<file path="src/design/psd_pkg.sv">
package psd_pkg;

  localparam int COORD_W           = 12;
  localparam int CFG_W             = 12;
  localparam int CFG_INDEX_W       = 2;
  localparam int DIFF_W            = COORD_W + 2;
  localparam int DEF_WINDOW_FRAMES = 16;

  localparam logic [CFG_W-1:0] X_TRAVEL_RESET = 12'd120;
  localparam logic [CFG_W-1:0] Z_TRAVEL_RESET = 12'd70;
  localparam logic [CFG_W-1:0] Y_DRIFT_RESET  = 12'd45;

  typedef enum logic [CFG_INDEX_W-1:0] {
    REG_X_TRAVEL_MIN  = 2'd0,
    REG_Z_TRAVEL_MIN  = 2'd1,
    REG_Y_DRIFT_LIMIT = 2'd2,
    REG_UNUSED        = 2'd3
  } cfg_index_t;

  typedef enum logic [2:0] {
    SWIPE_NONE    = 3'd0,
    SWIPE_PLUS_X  = 3'd1,
    SWIPE_MINUS_X = 3'd2,
    SWIPE_PLUS_Z  = 3'd3,
    SWIPE_MINUS_Z = 3'd4
  } swipe_code_t;

  typedef struct packed {
    logic signed [COORD_W-1:0] x;
    logic signed [COORD_W-1:0] y;
    logic signed [COORD_W-1:0] z;
  } frame_t;

  typedef struct packed {
    logic up_x;
    logic dn_x;
    logic up_z;
    logic dn_z;
  } trend_t;

  typedef struct packed {
    frame_t frame;
    trend_t trend;
  } cell_t;

  typedef struct packed {
    logic [CFG_W-1:0] x_travel_min;
    logic [CFG_W-1:0] z_travel_min;
    logic [CFG_W-1:0] y_drift_limit;
  } cfg_t;

  function automatic logic signed [DIFF_W-1:0] sext_coord(logic signed [COORD_W-1:0] v);
    return {{(DIFF_W-COORD_W){v[COORD_W-1]}}, v};
  endfunction

  function automatic logic signed [DIFF_W-1:0] zext_cfg(logic [CFG_W-1:0] v);
    return {{(DIFF_W-CFG_W){1'b0}}, v};
  endfunction

endpackage

</file>
<file path="src/design/psd_if.sv">
interface psd_frame_if;
  logic                                 valid;
  logic                                 ready;
  logic                                 hand_valid;
  logic signed [psd_pkg::COORD_W-1:0]   palm_x;
  logic signed [psd_pkg::COORD_W-1:0]   palm_y;
  logic signed [psd_pkg::COORD_W-1:0]   palm_z;

  modport source (output valid, hand_valid, palm_x, palm_y, palm_z, input ready);
  modport sink   (input valid, hand_valid, palm_x, palm_y, palm_z, output ready);
endinterface

interface psd_swipe_if;
  logic        valid;
  logic        ready;
  logic [2:0]  swipe_code;
  logic        window_full;

  modport source (output valid, swipe_code, window_full, input ready);
  modport sink   (input valid, swipe_code, window_full, output ready);
endinterface

</file>
<file path="src/design/psd_cell.sv">
module psd_cell (
  input  logic            clk,
  input  logic            shift,
  input  psd_pkg::cell_t  d,
  output psd_pkg::cell_t  q
);

  psd_pkg::cell_t held;

  always_ff @(posedge clk) begin
    if (shift) begin
      held <= d;
    end
  end

  assign q = held;

endmodule

</file>
<file path="src/design/psd_eval.sv">
module psd_eval #(
  parameter int WINDOW_FRAMES = psd_pkg::DEF_WINDOW_FRAMES
) (
  input  psd_pkg::frame_t                        new_frame,
  input  psd_pkg::cell_t [WINDOW_FRAMES-1:0]     cells,
  input  psd_pkg::cfg_t                          cfg,
  output psd_pkg::trend_t                        new_trend,
  output psd_pkg::swipe_code_t                   code
);

  logic                              all_up_x, all_dn_x, all_up_z, all_dn_z;
  logic signed [psd_pkg::DIFF_W-1:0] dx, dy, dz, x_min, z_min, y_lim;
  logic                              flat;
  psd_pkg::frame_t                   oldest;

  always_comb begin
    new_trend.up_x = new_frame.x >= cells[0].frame.x;
    new_trend.dn_x = new_frame.x <= cells[0].frame.x;
    new_trend.up_z = new_frame.z >= cells[0].frame.z;
    new_trend.dn_z = new_frame.z <= cells[0].frame.z;
  end

  always_comb begin
    all_up_x = new_trend.up_x;
    all_dn_x = new_trend.dn_x;
    all_up_z = new_trend.up_z;
    all_dn_z = new_trend.dn_z;
    for (int i = 0; i < WINDOW_FRAMES - 2; i++) begin
      all_up_x = all_up_x & cells[i].trend.up_x;
      all_dn_x = all_dn_x & cells[i].trend.dn_x;
      all_up_z = all_up_z & cells[i].trend.up_z;
      all_dn_z = all_dn_z & cells[i].trend.dn_z;
    end
  end

  assign oldest = cells[WINDOW_FRAMES-2].frame;
  assign dx     = psd_pkg::sext_coord(new_frame.x) - psd_pkg::sext_coord(oldest.x);
  assign dy     = psd_pkg::sext_coord(new_frame.y) - psd_pkg::sext_coord(oldest.y);
  assign dz     = psd_pkg::sext_coord(new_frame.z) - psd_pkg::sext_coord(oldest.z);
  assign x_min  = psd_pkg::zext_cfg(cfg.x_travel_min);
  assign z_min  = psd_pkg::zext_cfg(cfg.z_travel_min);
  assign y_lim  = psd_pkg::zext_cfg(cfg.y_drift_limit);
  assign flat   = (dy < y_lim) && (-dy < y_lim);

  always_comb begin
    code = psd_pkg::SWIPE_NONE;
    if (flat) begin
      if (all_up_x && dx >= x_min) begin
        code = psd_pkg::SWIPE_PLUS_X;
      end else if (all_dn_x && -dx >= x_min) begin
        code = psd_pkg::SWIPE_MINUS_X;
      end else if (all_up_z && dz >= z_min) begin
        code = psd_pkg::SWIPE_PLUS_Z;
      end else if (all_dn_z && -dz >= z_min) begin
        code = psd_pkg::SWIPE_MINUS_Z;
      end
    end
  end

endmodule

</file>
<file path="src/design/palm_swipe_direction_detector.sv">
// Palm swipe direction detector.
// frame_in carries one tracked-hand frame per transfer (hand_valid and the
// palm x, y, z in millimetres). swipe_out carries one result per frame:
// swipe_code (none, +x, -x, +z, -z) and window_full.
// A row of WINDOW_FRAMES cells holds the recent valid frames, newest in
// cell 0, each with its trend flags against the next older frame; a valid
// frame shifts the row by one. An invalid frame leaves the row and clears the
// run count, so a swipe needs WINDOW_FRAMES valid frames in a row again.
// The result is in the output register in the cycle after the input
// transfer. Throughput: one frame per cycle while swipe_out takes
// results, set by the combinational compare of the new frame to the row.
// cfg_we/cfg_index/cfg_data write x_travel_min, z_travel_min and
// y_drift_limit; write them only while no frame is in flight.
// Reset clears the run count and out_valid and restores the register
// defaults (120, 70, 45). When swipe_out stalls, the output register holds
// and frame_in.ready drops until the result is taken.
module palm_swipe_direction_detector #(
  parameter int WINDOW_FRAMES = psd_pkg::DEF_WINDOW_FRAMES
) (
  input  logic                              clk,
  input  logic                              rst,
  psd_frame_if.sink                         frame_in,
  psd_swipe_if.source                       swipe_out,
  input  logic                              cfg_we,
  input  logic [psd_pkg::CFG_INDEX_W-1:0]   cfg_index,
  input  logic [psd_pkg::CFG_W-1:0]         cfg_data
);

  localparam int RUN_W = $clog2(WINDOW_FRAMES + 1);
  localparam logic [RUN_W-1:0] RUN_FULL = RUN_W'(WINDOW_FRAMES);

  psd_pkg::cfg_t                       cfg;
  logic [RUN_W-1:0]                    valid_run, valid_run_next;
  logic                                out_valid;
  psd_pkg::swipe_code_t                out_code;
  logic                                out_full;
  logic                                take, shift, full_now;
  psd_pkg::frame_t                     new_frame;
  psd_pkg::trend_t                     new_trend;
  psd_pkg::swipe_code_t                eval_code;
  psd_pkg::cell_t [WINDOW_FRAMES-1:0]  cells;
  psd_pkg::cell_t                      new_cell;

  assign frame_in.ready = !out_valid || swipe_out.ready;
  assign take           = frame_in.valid && frame_in.ready;
  assign shift          = take && frame_in.hand_valid;

  assign new_frame.x = frame_in.palm_x;
  assign new_frame.y = frame_in.palm_y;
  assign new_frame.z = frame_in.palm_z;
  assign new_cell.frame = new_frame;
  assign new_cell.trend = new_trend;

  always_ff @(posedge clk) begin
    if (rst) begin
      cfg.x_travel_min  <= psd_pkg::X_TRAVEL_RESET;
      cfg.z_travel_min  <= psd_pkg::Z_TRAVEL_RESET;
      cfg.y_drift_limit <= psd_pkg::Y_DRIFT_RESET;
    end else if (cfg_we) begin
      unique case (psd_pkg::cfg_index_t'(cfg_index))
        psd_pkg::REG_X_TRAVEL_MIN:  cfg.x_travel_min  <= cfg_data;
        psd_pkg::REG_Z_TRAVEL_MIN:  cfg.z_travel_min  <= cfg_data;
        psd_pkg::REG_Y_DRIFT_LIMIT: cfg.y_drift_limit <= cfg_data;
        default: ;
      endcase
    end
  end

  for (genvar i = 0; i < WINDOW_FRAMES; i++) begin : g_cell
    psd_cell u_cell (
      .clk   (clk),
      .shift (shift),
      .d     ((i == 0) ? new_cell : cells[(i == 0) ? 0 : i - 1]),
      .q     (cells[i])
    );
  end

  psd_eval #(
    .WINDOW_FRAMES (WINDOW_FRAMES)
  ) u_eval (
    .new_frame (new_frame),
    .cells     (cells),
    .cfg       (cfg),
    .new_trend (new_trend),
    .code      (eval_code)
  );

  always_comb begin
    if (!frame_in.hand_valid) begin
      valid_run_next = '0;
    end else if (valid_run < RUN_FULL) begin
      valid_run_next = valid_run + RUN_W'(1);
    end else begin
      valid_run_next = valid_run;
    end
  end

  assign full_now = frame_in.hand_valid && (valid_run_next == RUN_FULL);

  always_ff @(posedge clk) begin
    if (rst) begin
      valid_run <= '0;
      out_valid <= 1'b0;
    end else begin
      if (take) begin
        valid_run <= valid_run_next;
        out_valid <= 1'b1;
      end else if (swipe_out.ready) begin
        out_valid <= 1'b0;
      end
    end
  end

  always_ff @(posedge clk) begin
    if (take) begin
      out_full <= full_now;
      out_code <= full_now ? eval_code : psd_pkg::SWIPE_NONE;
    end
  end

  assign swipe_out.valid       = out_valid;
  assign swipe_out.swipe_code  = out_code;
  assign swipe_out.window_full = out_full;

  a_code_needs_full: assert property (@(posedge clk) disable iff (rst)
    out_valid && out_code != psd_pkg::SWIPE_NONE |-> out_full)
    else $error("swipe reported without a full window");

  a_invalid_clears: assert property (@(posedge clk) disable iff (rst)
    take && !frame_in.hand_valid |=> valid_run == '0 && out_valid && !out_full)
    else $error("invalid frame did not clear the run");

  a_run_bounded: assert property (@(posedge clk) disable iff (rst)
    valid_run <= RUN_FULL)
    else $error("run count beyond window size");

  a_reset_empty: assert property (@(posedge clk)
    rst |=> !out_valid && valid_run == '0)
    else $error("reset did not empty the block");

endmodule
</file>
<file path="src/flat_wrapper.sv">
// flat-port wrapper written by rule: the top's interface ports become plain ports
module palm_swipe_direction_detector_flat 
#(
  parameter int WINDOW_FRAMES = psd_pkg::DEF_WINDOW_FRAMES
)
  (clk, rst, cfg_we, cfg_index, cfg_data, frame_in_valid, frame_in_hand_valid, frame_in_palm_x, frame_in_palm_y, frame_in_palm_z, frame_in_ready, swipe_out_valid, swipe_out_swipe_code, swipe_out_window_full, swipe_out_ready);
  psd_frame_if frame_in_i ();
  psd_swipe_if swipe_out_i ();
  input  logic clk;
  input  logic rst;
  input  logic cfg_we;
  input  logic [psd_pkg::CFG_INDEX_W-1:0] cfg_index;
  input  logic [psd_pkg::CFG_W-1:0] cfg_data;
  input wire logic [$bits(frame_in_i.valid)-1:0] frame_in_valid;
  input wire logic [$bits(frame_in_i.hand_valid)-1:0] frame_in_hand_valid;
  input wire logic [$bits(frame_in_i.palm_x)-1:0] frame_in_palm_x;
  input wire logic [$bits(frame_in_i.palm_y)-1:0] frame_in_palm_y;
  input wire logic [$bits(frame_in_i.palm_z)-1:0] frame_in_palm_z;
  output wire logic [$bits(frame_in_i.ready)-1:0] frame_in_ready;
  output wire logic [$bits(swipe_out_i.valid)-1:0] swipe_out_valid;
  output wire logic [$bits(swipe_out_i.swipe_code)-1:0] swipe_out_swipe_code;
  output wire logic [$bits(swipe_out_i.window_full)-1:0] swipe_out_window_full;
  input wire logic [$bits(swipe_out_i.ready)-1:0] swipe_out_ready;
  assign frame_in_i.valid = frame_in_valid;
  assign frame_in_i.hand_valid = frame_in_hand_valid;
  assign frame_in_i.palm_x = frame_in_palm_x;
  assign frame_in_i.palm_y = frame_in_palm_y;
  assign frame_in_i.palm_z = frame_in_palm_z;
  assign frame_in_ready = frame_in_i.ready;
  assign swipe_out_valid = swipe_out_i.valid;
  assign swipe_out_swipe_code = swipe_out_i.swipe_code;
  assign swipe_out_window_full = swipe_out_i.window_full;
  assign swipe_out_i.ready = swipe_out_ready;
  palm_swipe_direction_detector #(.WINDOW_FRAMES(WINDOW_FRAMES)) u_core (.clk(clk), .rst(rst), .frame_in(frame_in_i), .swipe_out(swipe_out_i), .cfg_we(cfg_we), .cfg_index(cfg_index), .cfg_data(cfg_data));
endmodule
</file>
<file path="config.mk">
export PLATFORM = sky130hd
export DESIGN_NAME = palm_swipe_direction_detector_flat
export DESIGN_NICKNAME = d
export VERILOG_FILES = /design/src/design/psd_pkg.sv /design/src/design/psd_if.sv /design/src/design/psd_cell.sv /design/src/design/psd_eval.sv /design/src/design/palm_swipe_direction_detector.sv /design/src/flat_wrapper.sv
export SDC_FILE = /design/constraint.sdc
export NUM_CORES = 1
export LEC_CHECK = 0
export BUFFER_PORTS_ARGS = -buffer_cell sky130_fd_sc_hd__buf_2
export CORE_ASPECT_RATIO = 0.6
export CORE_MARGIN = 2
export CORE_UTILIZATION = 65
export CTS_CLUSTER_DIAMETER = 40
export DETAILED_ROUTE_END_ITERATION = 10
export MAX_ROUTING_LAYER = met4
export PLACE_DENSITY = 0.82
export SETUP_SLACK_MARGIN = 0.2
export SLEW_MARGIN = 20
export SYNTH_ARGS = -nofsm -noshare
export SYNTH_HDL_FRONTEND = slang
export SYNTH_SLANG_ARGS = --single-unit
export TNS_END_PERCENT = 20
</file>
<file path="constraint.sdc">
create_clock -name clk -period 24.2 [get_ports clk]
set_input_delay 3.63 -clock clk [delete_from_list [all_inputs] [get_ports clk]]
set_output_delay 3.63 -clock clk [all_outputs]
set_load 0.02 [all_outputs]
</file>
### Word-level counts from Yosys, hierarchy flattened

Index checks and enable logic that the tools add are counted.

| operators by class | value |
|---|---|
| add/subtract/negate cells | 7 |
| multipliers | 0 |
| div/mod/pow operators | 0 |
| magnitude comparators | 11 |
| equal/unequal tests | 3 |
| shifts and indexed selects | 0 |
| muxes and demuxes | 8 |
| bitwise gates (word level) | 58 |
| reduce and logical (&&, ||, !) cells | 18 |

Operator list:

| cell | count |
|---|---|
| $and A1 B1 Y1 | 56 |
| $neg A13 Y14 | 3 |
| $sub A12 B12 Y13 | 3 |
| $ge A14 B13 Y1 | 2 |
| $ge A13 B13 Y1 | 2 |
| $ge A12 B12 Y1 | 2 |
| $le A12 B12 Y1 | 2 |
| $lt A14 B13 Y1 | 1 |
| $lt A13 B13 Y1 | 1 |
| $mux W5 | 2 |
| $logic_and A1 B1 Y1 | 8 |
| $reduce_and A2 Y1 | 4 |
| $add A5 B1 Y5 const B | 1 |
| $eq A5 B5 Y1 const B | 1 |
| $lt A5 B5 Y1 const B | 1 |
| $reduce_or A5 Y1 | 1 |
| $mux W2 | 2 |
| $mux W1 | 3 |
| $mux W3 | 1 |
| $reduce_or A3 Y1 | 1 |
| $eq A2 B1 Y1 const B | 1 |
| $eq A2 B2 Y1 const B | 1 |
| $logic_not A2 Y1 | 1 |
| $not A1 Y1 | 2 |
| 3 further kinds | 3 |

| word-level totals | value |
|---|---|
| bits in registers | 642 |
| bits in latches | 0 |
| bits in writable memories | 0 |
| bits in read-only memories | 0 |
| input port bits | 56 |
| output and inout port bits | 6 |
| word-level logic and storage cells | 215 |
| memories kept | 0 |

### Longest topological paths before layout

Gate-level depths: netlist (run 1).

| logic depth | value |
|---|---|
| word-level depth | 20 |
| mapped depth | 22 |

### By module

Synthesis (run 1) repeated with hierarchy kept, for this count alone.

| unflattened totals | value |
|---|---|
| cells, all modules | 1541 |
| area, all modules | 26075.0 µm² |

By module, submodules not included:

| module | instances | cells an instance | area each (µm²) | sequential area each (µm²) |
|---|---|---|---|---|
| psd_cell | 16 | 40 | 1201.2 | 1201.2 |
| psd_eval | 1 | 688 | 5016.1 | 0.0 |
| palm_swipe_direction_detector | 1 | 213 | 1840.5 | 960.9 |

### Worst setup path after synthesis (run 1)

OpenSTA, ideal clock, no wires.

| timing path | value |
|---|---|
| path type | input to register |
| from | input swipe_out_ready |
| to | register u_core.g_cell[0].u_cell.held, in the netlist u_core.g_cell[0].u_cell.q[0], enable pin |
| library setup time | 0.939 ns |
| data arrival time | 15.780 ns |
| required time | 23.261 ns |
| slack | 7.481 ns |
| cell stages on the path | 5 |
| path buffers | 0 |
| cells stage by stage | nand2b_1 nand2_1 inv_1 nand2_1 inv_1 |

| between the ends | value |
|---|---|
| word-level cells in the longest chain between the ends | 3 |

Ends and longest elaborated chain:

| what | RTL line | text |
|---|---|---|
| start: declaration | flat_wrapper.sv:23 | `input wire logic [$bits(swipe_out_i.ready)-1:0] swipe_out_ready;` |
| $logic_or A1 B1 Y1 | palm_swipe_direction_detector.sv:44 | `assign frame_in.ready = !out_valid \|\| swipe_out.ready;` |
| $logic_and A1 B1 Y1 | palm_swipe_direction_detector.sv:45 | `assign take = frame_in.valid && frame_in.ready;` |
| net u_core.take | palm_swipe_direction_detector.sv:37 | `logic take, shift, full_now;` |
| $logic_and A1 B1 Y1 | palm_swipe_direction_detector.sv:46 | `assign shift = take && frame_in.hand_valid;` |
| net u_core.g_cell[0].u_cell.shift | psd_cell.sv:3 | `input logic shift,` |
| end signal: assignment | psd_cell.sv:12 | `held <= d;` |
| end: declaration | psd_cell.sv:8 | `psd_pkg::cell_t held;` |

The timed path passes the listed nets, and every way through them passes these cells.
A chain may end at the register's enable or synchronous reset.

### Final worst setup path (run 1)

| timing path | value |
|---|---|
| from | input frame_in_palm_y[0] |
| to | register u_core.out_code[2], in the netlist u_core.swipe_out.swipe_code[2] (data pin) |

| between the ends | value |
|---|---|
| word-level cells in the longest chain between the ends | 6 |
| elaborated cells on any way between the ends | 7 |
| those cells by class | add/sub (2); order compare (2); bitwise (1); reduce/logical (2) |

Ends and longest elaborated chain:

| what | RTL line | text |
|---|---|---|
| start: declaration | flat_wrapper.sv:17 | `input wire logic [$bits(frame_in_i.palm_y)-1:0] frame_in_palm_y;` |
| $sub A12 B12 Y13 * | psd_eval.sv:38 | `assign dy = psd_pkg::sext_coord(new_frame.y) - psd_pkg::sext_coord(oldest.y);` |
| $neg A13 Y14 | psd_eval.sv:43 | `assign flat = (dy < y_lim) && (-dy < y_lim);` |
| $lt A14 B13 Y1 | psd_eval.sv:43 |  |
| $logic_and A1 B1 Y1 * | psd_eval.sv:43 |  |
| $not A1 Y1 (no source line) * | n/a |  |
| $reduce_or A5 Y1 (no source line) * | n/a |  |
| end signal: assignment | palm_swipe_direction_detector.sv:117 | `out_code <= full_now ? eval_code : psd_pkg::SWIPE_NONE;` |
| end: declaration | palm_swipe_direction_detector.sv:35 | `psd_pkg::swipe_code_t out_code;` |

Every way passes the cells marked *; elsewhere a longest branch is shown, timed or not.

==> results of run 1 <==
==> kinds of logic (layout without fill, tap and decap cells) <==
group                      Yosys count  after routing  share of synthesized area
AOI/OAI and AO/OA                  210            210                     0.0593
xor gates and xnor gates            55             55                     0.0197
adders and majority gates          135            135                     0.0699
buffers and inverters              133            285                     0.0205
DFF                                642            642                      0.770
muxes                                2              2                   0.000818
other                                0              5                          0
and+or+nand+nor                    287            287                     0.0596
==> registers in the layout, indices dropped and copies added (netlist names) <==
register	flops
u_core.g_cell.u_cell.q	596
u_core.cfg	36
u_core.valid_run	5
u_core.swipe_out.swipe_code	3
u_core.swipe_out.valid	1
u_core.swipe_out.window_full	1
==> power by group <==
part | leakage (uW) | switching, uW | internal [uW]
logic | 0.00295 | 109 | 64.6
registers | 0.00594 | 14.6 | 1260
clock network | 0.000892 | 387 | 501
==> metrics by stage <==
stage,util,area [sq um],setup slack (ps),power (uW),cells
2_1_floorplan,-,24500,7480,1440,1464
3_3_place_gp,0.679,25400,15710,1460,2028
3_5_place_dp,0.679,25400,15510,1470,2028
4_1_cts,0.728,27300,16160,2360,2128
5_1_grt,0.730,27300,15560,2430,2134
6_report,0.730,27300,16080,2340,2134
==> synth_stat cells, types with 4 or more instances <==
master,number
o31ai_1,7
a211o_1,12
xor2_1,19
and3b_1,4
dfxtp_1,42
a2111oi_0,6
nand4_1,19
nor3b_1,7
nor4_1,8
inv_1,118
or3_1,7
a31oi_1,8
and2_1,4
edfxtp_1,600
o21bai_1,5
clkbuf_1,13
nor3_1,18
a21oi_1,68
o211ai_1,5
a211oi_1,10
xnor2_1,36
nand3_1,18
nor2b_1,13
o21a_1,10
nand2b_1,16
a21o_1,17
o21ai_0,21
nor2_1,52
o2111ai_1,7
ha_1,132
nand2_1,94
and3_1,4
==> final timing paths <==
check / endpoint / slack [ps] / cells after the start
max reg2reg: u_core.swipe_out.swipe_code[2] / 18860 / 20
min: u_core.g_cell[11].u_cell.q[24] / 410 / 0
min reg2reg: u_core.g_cell[11].u_cell.q[24] / 410 / 0
max: u_core.swipe_out.swipe_code[2] / 16080 / 22
==> layer usage <==
layer  routed length, um  part of all wire
met4                 902             0.022
met2               17800              0.44
met5                   0                 0
met1               19800              0.49
met3                2140             0.053
==> layout make-up <==
type                            count  area share
Antenna cell                        5    0.000458
Multi-Input combinational cell    689       0.188
Clock inverter                     33      0.0140
Inverter                          118      0.0165
Clock buffer                       67      0.0536
Sequential cell                   642       0.690
Timing Repair Buffer               67      0.0138
Tap cell                          513      0.0235
==> worst max-delay path: cells and delay by family <==
family | cells | cell delay [ps]
compound gates | 8 | 1880
buf+inv | 3 | 220
simple gates | 6 | 1540
xor+xnor | 2 | 380
fa+ha+maj | 3 | 910
==> flow_summary.toml, run 1 <==
[route]
drc = 0
wirelength_um = 40600
ant_nets = 0
first_pass_iters = 5
viasPerCell = 5.64
via_count = 12000
initialDrtViolationCount = 1183
wire_per_inst_um = 19.0

[power_and_ir_drop]
ir_drop_mv = 0.0818
p_per_area_nw_per_um2 = 85.6
p_leak_uw = 0.00979

[global_route]
grt_pass1_wl_um = 62900
grt_max_degree = 168
met1_usage = 0.323
use_met2 = 0.305
busiest_layer = "met1"
grt_overflow = 0
antenna_found_initial = 5
grt_use_met3 = 0.0406
track_usage = 0.215
grt_pass1_vias = 11800

[floorplan]
ios = 62
dieArea_sq_um = 39300
die_w_um = 255
core_sq_um = 37400
initial_core_util = 0.654
fp-row-count = 55
fp.dieH_um = 154

[flow_run]
cap_violations = 0

[clocking]
cts.sinks = 642
cts_buffers = 56
root_buffer = "clkbuf_16"
clkLatencyLatePin_ps = 590
hold_buffers = 0
clk_path_buf_depth = 3
clkTransAtPathRegs_ps = 70
post_cts_buffers = 0
h-tree-depth = 2
cts_tree = "done"
cts_resized = 0

[synth]
syn_inst = 1464
synth_largest_area_cell = "edfxtp_1"
synthesis.area_sq_um = 24500
synth_fp_nets = 1655
synth_area_per_cell_sq_um = 16.7
ys.flop_type = "edfxtp_1"
yosys_warnings = 0
ys_seq_elements = 642
async_flop_share = 0
yosys-top-cells-area = "edfxtp_1 (74%), ha_1 (6.7%), dfxtp_1 (3.4%), inv_1 (1.8%), nand2_1 (1.4%)"
synth_edf_count = 600
netlist.area_leader.share = 0.736
synthDistinctLibCells = 71
ys_seq_area_frac = 0.770

[layout]
mostFrequentLayoutCells = "edfxtp_1 (600), ha_1 (132), inv_1 (117)"
multi_input_area_sq_um = 5130
drive_gt1_frac = 0.107
fin_nets = 1765
area_delta_synth_final_pct = 11.6
mostFrequentLayoutCell = "edfxtp_1"
fillCellCount = 2292
seq_area_sq_um = 18900

[critical_path]
reg2reg_from = "u_core.g_cell[14].u_cell.q[16]"
worst-setup-path-type = "in -> reg"
worstPathCellList = "buf_2 -> inv_1 -> ha_1 -> inv_1 -> fa_1 -> a211oi_1 -> nor2_1 -> xnor2_1 -> a2111o_1 -> nor3_1 -> nor3b_1 -> xnor2_1 -> ha_1 -> nand3_1 -> o211ai_1 -> or3_1 -> a2111oi_0 -> o21bai_1 -> o2111ai_1 -> a21oi_1 -> nor3b_1 -> o311a_1"
crit_path_start_kind = "input port"
cp.required_ps = 24640
cp.arrival_ps = 8570
slowest_stage = "fa_1"
startpoint = "frame_in_palm_y[0]"
worstPathMaxFanout = 4
cp_slowest_stage_delay_ps = 440
end_kind = "flop"

[sta]
holdWs_ps = 413
hold_viol_final = 0
post-route-period-util = 0.336
finalSetupTns_ps = 0
relSlewSlack = 0.298
clock.fmax_mhz = 123
drv_slew = 0
clock_skew_ps = 19.2
worst_slew_pin_slew_ps = 1050
final-setup-viol-count = 0
rsz0062_at_grt = "no"
fin_crit_ps = 8120

[min_path]
hp-class = "reg -> reg"
hp-start = "u_core.g_cell[10].u_cell.q[24]"

[place]
dp_hpwl_um = 25800
port_buffers = 61
place_congestion = 0.858

[run_status]
run_status = "completed"
Power figures use the tool's default switching activity.
==> run 2, diff against run 1 <==
- CORE_UTILIZATION: 65 -> 62
- PLACE_DENSITY: 0.82 -> 0.79
- clock period: 24.2 -> 8.2 ns (I/O delays scaled with it)
==> run 2 against run 1 <==
Power rose to 2.9 times the previous value. Sequential cell count did not move. Clock skew grew 8.9 ps. Final area fell by 0.23%. Cell count is 0.47% higher. Critical endpoint unchanged.
==> flow_summary.toml, run 2 (synthesis gave the netlist of run 1 again) <==
[flow_run]
cap_violations = 0

[layout]
largest_reg_flops = 596
stdcell_count = 2144
drive_gt1_frac = 0.108
fin_nets = 1767
mostFrequentLayoutCell = "edfxtp_1"
utilization = 0.698
mostFrequentLayoutCells = "edfxtp_1 (600), ha_1 (132), inv_1 (116)"
area_delta_synth_final_pct = 11.3

[critical_path]
end_kind = "flop"
slowest_stage = "nor4_1"
timing.critical_path.buf_inv = 3
worstPathCellList = "buf_2 -> inv_1 -> ha_1 -> inv_1 -> fa_1 -> a211oi_1 -> nor2_1 -> xnor2_1 -> or3_1 -> nor4_1 -> xnor2_1 -> ha_1 -> nand3_1 -> o211ai_1 -> or3_1 -> a2111oi_0 -> o21bai_1 -> o2111ai_1 -> a21oi_1 -> nor3b_1 -> o311a_1"
worstPathMaxFanout = 4
cp_slowest_stage_delay_ps = 640
crit_path_start_kind = "input port"
cp_top_family = "simple AND/OR/NAND/NOR gates"
cp.required_ps = 8670
cp.arrival_ps = 6150
worst-setup-path-type = "in -> reg"

[clocking]
hold_buffers = 0
cts_resized = 0
clkLatencyLatePin_ps = 590
post_cts_buffers = 0
cts_tree = "done"
clk_path_buf_depth = 3
cts.sinks = 642
clkTransAtPathRegs_ps = 70
cts_buffers = 56
root_buffer = "clkbuf_16"
h-tree-depth = 2

[place]
place_inst = 2040
place_congestion = 0.848
dp_hpwl_um = 25700
port_buffers = 61
place_ws_ps = 1910

[sta]
worst_slew_pin_slew_ps = 985
rsz0062_at_grt = "no"
clock.fmax_mhz = 176
finalSetupTns_ps = 0
finalWorstSetupSlack_ps = 2520
relSlewSlack = 0.343
hold_viol_final = 0
clock_skew_ps = 28.1
holdWs_ps = 412
post-route-period-util = 0.693
fin_crit_ps = 5680
drv_slew = 0
final-setup-viol-count = 0

[global_route]
grt_pass1_vias = 11600
grt_overflow = 0
antenna_found_initial = 1
track_usage = 0.203
grt_max_degree = 170
grt_pass1_wl_um = 62600

[route]
drc = 0
ant_nets = 0
via_count = 12100
wire_per_inst_um = 18.6
initialDrtViolationCount = 1181
viasPerCell = 5.65
first_pass_iters = 5
wirelength_um = 39800

[floorplan]
core_sq_um = 39000
dieArea_sq_um = 41100
fp-row-count = 56
ios = 62
initial_core_util = 0.627
die_w_um = 261
fp.dieH_um = 158

[power_and_ir_drop]
p_leak_uw = 0.00976
p_per_area_nw_per_um2 = 249
ir_drop_mv = 0.225

[run_status]
run_status = "completed"

[min_path]
hp-class = "reg -> reg"
[run 2: cell types whose count changed in the layout (fill, tap and decap cells not counted), moves of 2 or more]
cell,change
buf_4,+3
bufinv_16,-4
clkbuf_1,+8
clkbuf_8,+5
clkinv_1,-2
clkinv_4,-2
diode_2,-4
nand2_1,-2
nand2_4,+2
[run 2: routing by layer]
metal  routed length [um]  GRT usage  up-vias  share of wire
met1                20000      0.311     6017           0.50
met5                    0          -        -              0
met2                17100      0.284      266           0.43
met3                 1890     0.0347       64          0.047
li1                     -          -     5769              -
met4                  833     0.0558        0          0.021
[run 2: through the flow]
stage	total power [uW]	area, sq um
2_1_floorplan	4240	24500
3_3_place_gp	4320	25500
3_5_place_dp	4340	25500
4_1_cts	6860	27200
5_1_grt	7070	27300
6_report	6800	27300
[run 2: area by class of cell]
type                    count  area, sq um
repair buffers             69          382
diodes                      1         2.50
clock inverters            24          223
flip-flops and latches    642        18900
multi-input cells         689         5150
clock buffers              79         1540
fillers                  2451        11800
inverters                 118          449
well taps                 522          653
[run 2: path summary, 6_finish.rpt]
path | startpoint | end | slack [ps] | depth (start not counted)
hold / removal | u_core.g_cell[10].u_cell.q[34] | u_core.g_cell[11].u_cell.q[34] | 410 | 0
hold reg to reg | u_core.g_cell[10].u_cell.q[34] | u_core.g_cell[11].u_cell.q[34] | 410 | 0
setup reg to reg | u_core.g_cell[14].u_cell.q[16] | u_core.swipe_out.swipe_code[2] | 2900 | 20
setup / recovery | frame_in_palm_y[0] | u_core.swipe_out.swipe_code[2] | 2520 | 21
[run 2: where the power goes]
group	total, uW	internal (uW)	switching, uW
clock	2510	1380	1130
sequential	3760	3720	42.1
combinational	517	193	325
[run 2: worst register-to-register path, cell delays in order, from the launching register on]
cell and delay, ps:
edfxtp_1 410, ha_1 220, inv_1 70, fa_1 440, inv_1 100, ha_1 240
o2111ai_1 160, a2111o_1 480, nor3_1 390, nor3b_1 280, xnor2_1 180, ha_1 290
nand3_1 130, o211ai_1 130, or3_1 310, a2111oi_0 330, o21bai_1 170, o2111ai_1 220
a21oi_1 110, nor3b_1 320, o311a_1 210
